**config.mk**
```make
export PLATFORM = sky130hd
export DESIGN_NAME = edpd_regs
export DESIGN_NICKNAME = d
export VERILOG_FILES = /design/src/design/edpd_pkg.sv /design/src/design/edpd_regs.sv
export SDC_FILE = /design/constraint.sdc
export NUM_CORES = 1
export LEC_CHECK = 0
export BUFFER_PORTS_ARGS = -buffer_cell sky130_fd_sc_hd__buf_2
export CAP_MARGIN = 20
export CORE_ASPECT_RATIO = 0.6
export CORE_UTILIZATION = 36
export DETAILED_ROUTE_END_ITERATION = 8
export GPL_TIMING_DRIVEN = 1
export PLACE_DENSITY = 0.84
export RECOVER_POWER = 100
export SYNTH_ARGS = -nofsm -noshare
export SYNTH_HDL_FRONTEND = slang
export SYNTH_SLANG_ARGS = --single-unit
```
**constraint.sdc**
```tcl
create_clock -name i_clk -period 1.1 [get_ports i_clk]
set_input_delay 0.055 -clock i_clk [delete_from_list [all_inputs] [get_ports i_clk]]
set_output_delay 0.055 -clock i_clk [all_outputs]
set_load 0.01 [all_outputs]
```
**src/design/edpd_pkg.sv**
```systemverilog
// ----------------------------------------------------------------------------
// edpd_pkg: shared types, codes and arithmetic of the palette dither
// Item kinds, register map, engine states and the per-channel error
// diffusion / clamp function used by the dither engine.
// ----------------------------------------------------------------------------
package edpd_pkg;

    localparam int EDPD_MAX_ROW_WIDTH = 4096;

    // configuration port
    localparam int                   EDPD_ADDR_W     = 3;
    localparam int                   ROW_WIDTH_W     = 13;
    localparam logic [ROW_WIDTH_W-1:0] ROW_WIDTH_RESET = 13'd640;
    localparam logic                 REG_ROW_WIDTH   = 1'b0;

    // item fields and table geometry
    localparam int CHAN_W       = 8;
    localparam int ERR_W        = 9;
    localparam int SLOT_W       = 15;
    localparam int PAL_AW       = 8;
    localparam int PAL_DEPTH    = 1 << PAL_AW;
    localparam int IMAP_CH_BITS = 5;
    localparam int IMAP_AW      = 3 * IMAP_CH_BITS;
    localparam int IMAP_DEPTH   = 1 << IMAP_AW;

    // Floyd-Steinberg weights in sixteenths
    localparam int                 SUM_W     = 14;
    localparam logic signed [SUM_W-1:0] W_LEFT    = 14'sd7;
    localparam logic signed [SUM_W-1:0] W_UPLEFT  = 14'sd1;
    localparam logic signed [SUM_W-1:0] W_UP      = 14'sd5;
    localparam logic signed [SUM_W-1:0] W_UPRIGHT = 14'sd3;
    localparam int                 FRAC_BITS = 4;
    localparam logic signed [SUM_W-1:0] DIV_BIAS  = 14'sd15;
    localparam int                 VAL_W     = 11;
    localparam logic signed [VAL_W-1:0] CHAN_MAX  = 11'sd255;

    typedef logic [2:0][CHAN_W-1:0] t_rgb;   // [2] red, [1] green, [0] blue
    typedef logic [2:0][ERR_W-1:0]  t_err3;  // same channel order

    typedef enum logic [1:0] {
        KIND_PIXEL     = 2'd0,
        KIND_PAL_LOAD  = 2'd1,
        KIND_IMAP_LOAD = 2'd2,
        KIND_IGNORED   = 2'd3
    } t_kind;

    typedef enum logic [1:0] {
        ST_IDLE,
        ST_SUM,
        ST_IMAP,
        ST_PAL
    } t_state;

    // Corrected and clamped channel value for one pixel.
    function automatic logic [CHAN_W-1:0] edpd_dither(
        input logic [CHAN_W-1:0]       pix,
        input logic signed [ERR_W-1:0] left,
        input logic signed [ERR_W-1:0] upleft,
        input logic signed [ERR_W-1:0] up,
        input logic signed [ERR_W-1:0] upright
    );
        logic signed [SUM_W-1:0] s;
        logic signed [SUM_W-1:0] q;
        logic signed [VAL_W-1:0] v;
        s = W_LEFT * SUM_W'(left) + W_UPLEFT * SUM_W'(upleft)
          + W_UP * SUM_W'(up) + W_UPRIGHT * SUM_W'(upright);
        // truncate toward zero: bias negative sums before the shift
        if (s < 0) begin
            q = (s + DIV_BIAS) >>> FRAC_BITS;
        end else begin
            q = s >>> FRAC_BITS;
        end
        v = VAL_W'(q) + $signed({3'b000, pix});
        if (v < 0) begin
            return '0;
        end else if (v > CHAN_MAX) begin
            return CHAN_W'(CHAN_MAX);
        end
        return v[CHAN_W-1:0];
    endfunction

endpackage

```
**src/design/edpd_regs.sv**
```systemverilog
// ----------------------------------------------------------------------------
// edpd_regs: APB register block of the palette dither
// Holds row_width and derives the row width in effect, clamped to
// 1..MAX_ROW_WIDTH.
// ----------------------------------------------------------------------------
module edpd_regs
    import edpd_pkg::*;
#(
    parameter int MAX_ROW_WIDTH = EDPD_MAX_ROW_WIDTH
) (
    input  logic                                   i_clk,
    input  logic                                   i_rst_n,
    input  logic                                   i_psel,
    input  logic                                   i_penable,
    input  logic                                   i_pwrite,
    input  logic [EDPD_ADDR_W-1:0]                 i_paddr,
    input  logic [31:0]                            i_pwdata,
    output logic [31:0]                            o_prdata,
    output logic [$clog2(MAX_ROW_WIDTH + 1)-1:0]   o_row_eff
);

    localparam int EFF_W = $clog2(MAX_ROW_WIDTH + 1);

    logic [ROW_WIDTH_W-1:0] r_row_width;
    logic                   word;

    assign word = i_paddr[EDPD_ADDR_W-1];

    always_ff @(posedge i_clk) begin
        if (!i_rst_n) begin
            r_row_width <= ROW_WIDTH_RESET;
        end else if (i_psel && i_penable && i_pwrite && word == REG_ROW_WIDTH) begin
            r_row_width <= i_pwdata[ROW_WIDTH_W-1:0];
        end
    end

    always_comb begin
        o_prdata = '0;
        if (word == REG_ROW_WIDTH) begin
            o_prdata = 32'(r_row_width);
        end
    end

    always_comb begin
        if (r_row_width == '0) begin
            o_row_eff = EFF_W'(1);
        end else if (32'(r_row_width) > 32'(MAX_ROW_WIDTH)) begin
            o_row_eff = EFF_W'(MAX_ROW_WIDTH);
        end else begin
            o_row_eff = EFF_W'(r_row_width);
        end
    end

endmodule

```
==> results by group <==
Run status
  • Status: finished with violations
  • Failing checks: setup timing

Place
  • DP Worst Slack: 0.09998 ns
  • Port Buffers: 44
  • Dpl cells: 182
  • Hpwl dp: 1568 µm
  • Final GP Congestion: 0.6876

Detailed routing
  • Router iterations before antenna repair: 4
  • Total wire length: 2091 µm
  • Detailed-route wire length per cell: 11.18 µm
  • Vias per Instance: 4.257
  • Post-DRT Antenna Nets: 0
  • Vias: 796
  • Initial DRC Count: 21
  • DRC: 0

Clock tree
  • Clk buf depth: 2
  • TritonCTS buffer count: 3
  • Number of setup buffers added after CTS: 0
  • Hold-fix buffers, CTS: 0
  • Clock Sinks: 13
  • Root buffer cell: clkbuf_8
  • H-tree depth: 1
  • TritonCTS clock tree: yes
  • Clock transition at path regs: 0.05 ns
  • Skew-Pair Late Insertion Delay: 0.24 ns

Synth
  • Yosys warning total: 0
  • Post-synth EDFFs: 0
  • Post-synthesis sequential area ratio: 29.89%
  • Gate Count Post-Synth: 109
  • Post-synth ARST share: 0%
  • Synth Flop Type: dfxtp_1
  • Synth cell types: 18
  • Seq cells post-synth: 13
  • Post-Syn Area: 870.8 µm²
  • Syn avg cell area: 7.989 µm²

Final layout
  • Post-Layout Cell Count: 187
  • Fillers: 223
  • Top reg by flops: r_row_width
  • Largest regs: r_row_width x13
  • ANT cells: 0
  • Fraction of layout cells with a size suffix above 1: 38.22%
  • Max FFs per register: 13
  • Nets@finish: 198
  • Sequential Area: 265.3 µm²
  • Multi-input logic area: 506.7 µm²
  • Syn-to-layout area delta: 29.74%

Global route
  • Antenna violations before repair: 0
  • Largest net degree at the start of global routing: 14
  • GRT Residual Overflow: 0
  • Global Route Usage Sum: 17.66%
  • First-pass GRT wire length: 3187 µm
  • Vias in the first global route: 657

Power
  • Cell Pwr Density: 965.0 nW/µm²
  • Leakage: 0.0005556 µW
  • Max VDD drop: 0.0006602 V

Critical path
  • Critical path arrival: 1.20 ns
  • Crit end category: output port
  • Maximum fanout along the worst path: 4
  • Crit Path Class: register to output port
  • CP Launch Type: register
  • Worst path cell trace: nor4_4, a31oi_1, nor2_1, buf_2
  • Largest stage delay on the critical path: 0.35 ns
  • WP data required: 1.04 ns
  • Slowest-stage cell, CP: dfxtp_2
  • Critical path buffers and inverters: 1
  • CP top delay family: simple AND/OR/NAND/NOR gates

STA
  • RSZ-0062 raised after global routing: yes
  • Final Critical Period: 1.254 ns
  • Setup TNS: -0.3980 ns
  • Skew final: 0 ns
  • Fin worst setup slack: -0.1540 ns
  • Part of the cycle the worst path needs: 114.0%
  • Pins Over Slew Limit: 0
  • Max Clock Freq: 797.4 MHz
  • Setup violations, final: 12
  • Hold Violations, Final: 0
  • Hold Worst Slack: 0.02179 ns

Hold path
  • Min-Delay Path Class: input port to register

Floorplan
  • Die width: 65.50 µm
  • Full die area: 2626 µm²
  • Core Region: 2228 µm²
  • I/O Pins: 85
  • Starting Density: 39.08%
  • Number of cell rows: 13
  • Die boundary height: 40.10 µm

Run
  • MaxCap Viol Count: 0
-- area by class of cell --
cell class / instances / share of cell area (%)
clock buffer: 4 / 3.987
multi-input combinational: 89 / 44.85
sequential: 13 / 23.48
tap: 30 / 3.322
timing repair buffer: 51 / 24.36
-- power by group --
part / leakage (µW) / total (µW) / internal (µW) / switching, µW
Clock: 0.0000228 / 423 / 256 / 167
Sequential: 0.000106 / 497 / 483 / 13.4
Combinational: 0.000426 / 171 / 73.7 / 97.4
-- tightest hold or removal path, cell delays in order --
cell and delay, ns:
buf_2 0.08, nand2_1 0.04, nand3_1 0.06
-- synthesized netlist by cell type, types with 2 or more instances --
library cell,count,area [µm²]
a21boi_0,3,22.52
a21boi_2,8,90.09
and2b_1,4,30.03
and2b_2,3,26.28
buf_4,20,150.1
clkbuf_1,4,15.01
dfxtp_1,13,260.3
nand2_1,26,97.59
nand3_1,2,10.01
nor2b_1,17,106.4
nor4_1,2,12.51
-- through the flow --
stage / cell area (µm²) / utilization (%) / total power, µW
finish: 1130 / 50.70 / 1090
floorplan: 938.4 / - / 652.4
CTS: 1144 / 51.32 / 1095
global route: 1130 / 50.70 / 1144
detailed placement: 1065 / 47.78 / 674.4
global placement: 1065 / 47.78 / 670.4
-- what timing repair did --
item / 4_1_cts / 5_1_grt
pin swaps: 2 / 2
gates resized for setup: 8 / 7
setup endpoints to repair: 9 / 6
gates cloned: 1 / 0
-- layout by cell type, fill, tap and decap left out, types with 2 or more instances in the layout --
cell type / synthesis / routed
a21boi_0: 3 / 7
a21boi_2: 8 / 4
and2b_1: 4 / 4
and2b_2: 3 / 3
buf_2: 0 / 32
buf_4: 20 / 4
buf_6: 1 / 3
clkbuf_1: 4 / 8
clkbuf_2: 0 / 5
clkbuf_8: 0 / 3
conb_1: 1 / 19
dfxtp_1: 13 / 9
dfxtp_2: 0 / 4
nand2_1: 26 / 26
nand3_1: 2 / 2
nor2b_1: 17 / 17
-- cell families after synthesis --
family                 after synthesis  synth area share [%]
buffers and inverters               25                 20.26
AO/OA/AOI/OAI                       12                 13.65
AND/OR/NAND/NOR                     58                 35.77
other                                1                0.4306
flip-flops                          13                 29.89
-- path summary, 6_finish.rpt --
kind / start / to / slack (ns) / cells after the start
min reg2reg: r_row_width[0] / r_row_width[0] / 0.48 / 2
max: r_row_width[11] / o_row_eff[0] / -0.15 / 4
min: i_pwdata[9] / r_row_width[9] / 0.02 / 3
max reg2reg: r_row_width[12] / r_row_width[12] / 0.20 / 3
-- layer usage --
metal | wire length, µm | vias up | GRT usage, % | part of all wire [%]
met4 | 32 | 0 | 6.522 | 1.5
li1 | - | 404 | - | -
met5 | 0 | - | 0 | 0
met1 | 860 | 348 | 20.27 | 41
met3 | 196 | 4 | 7.386 | 9.4
met2 | 1001 | 40 | 30.41 | 48
Note: power is estimated with default switching activity, not from simulation.
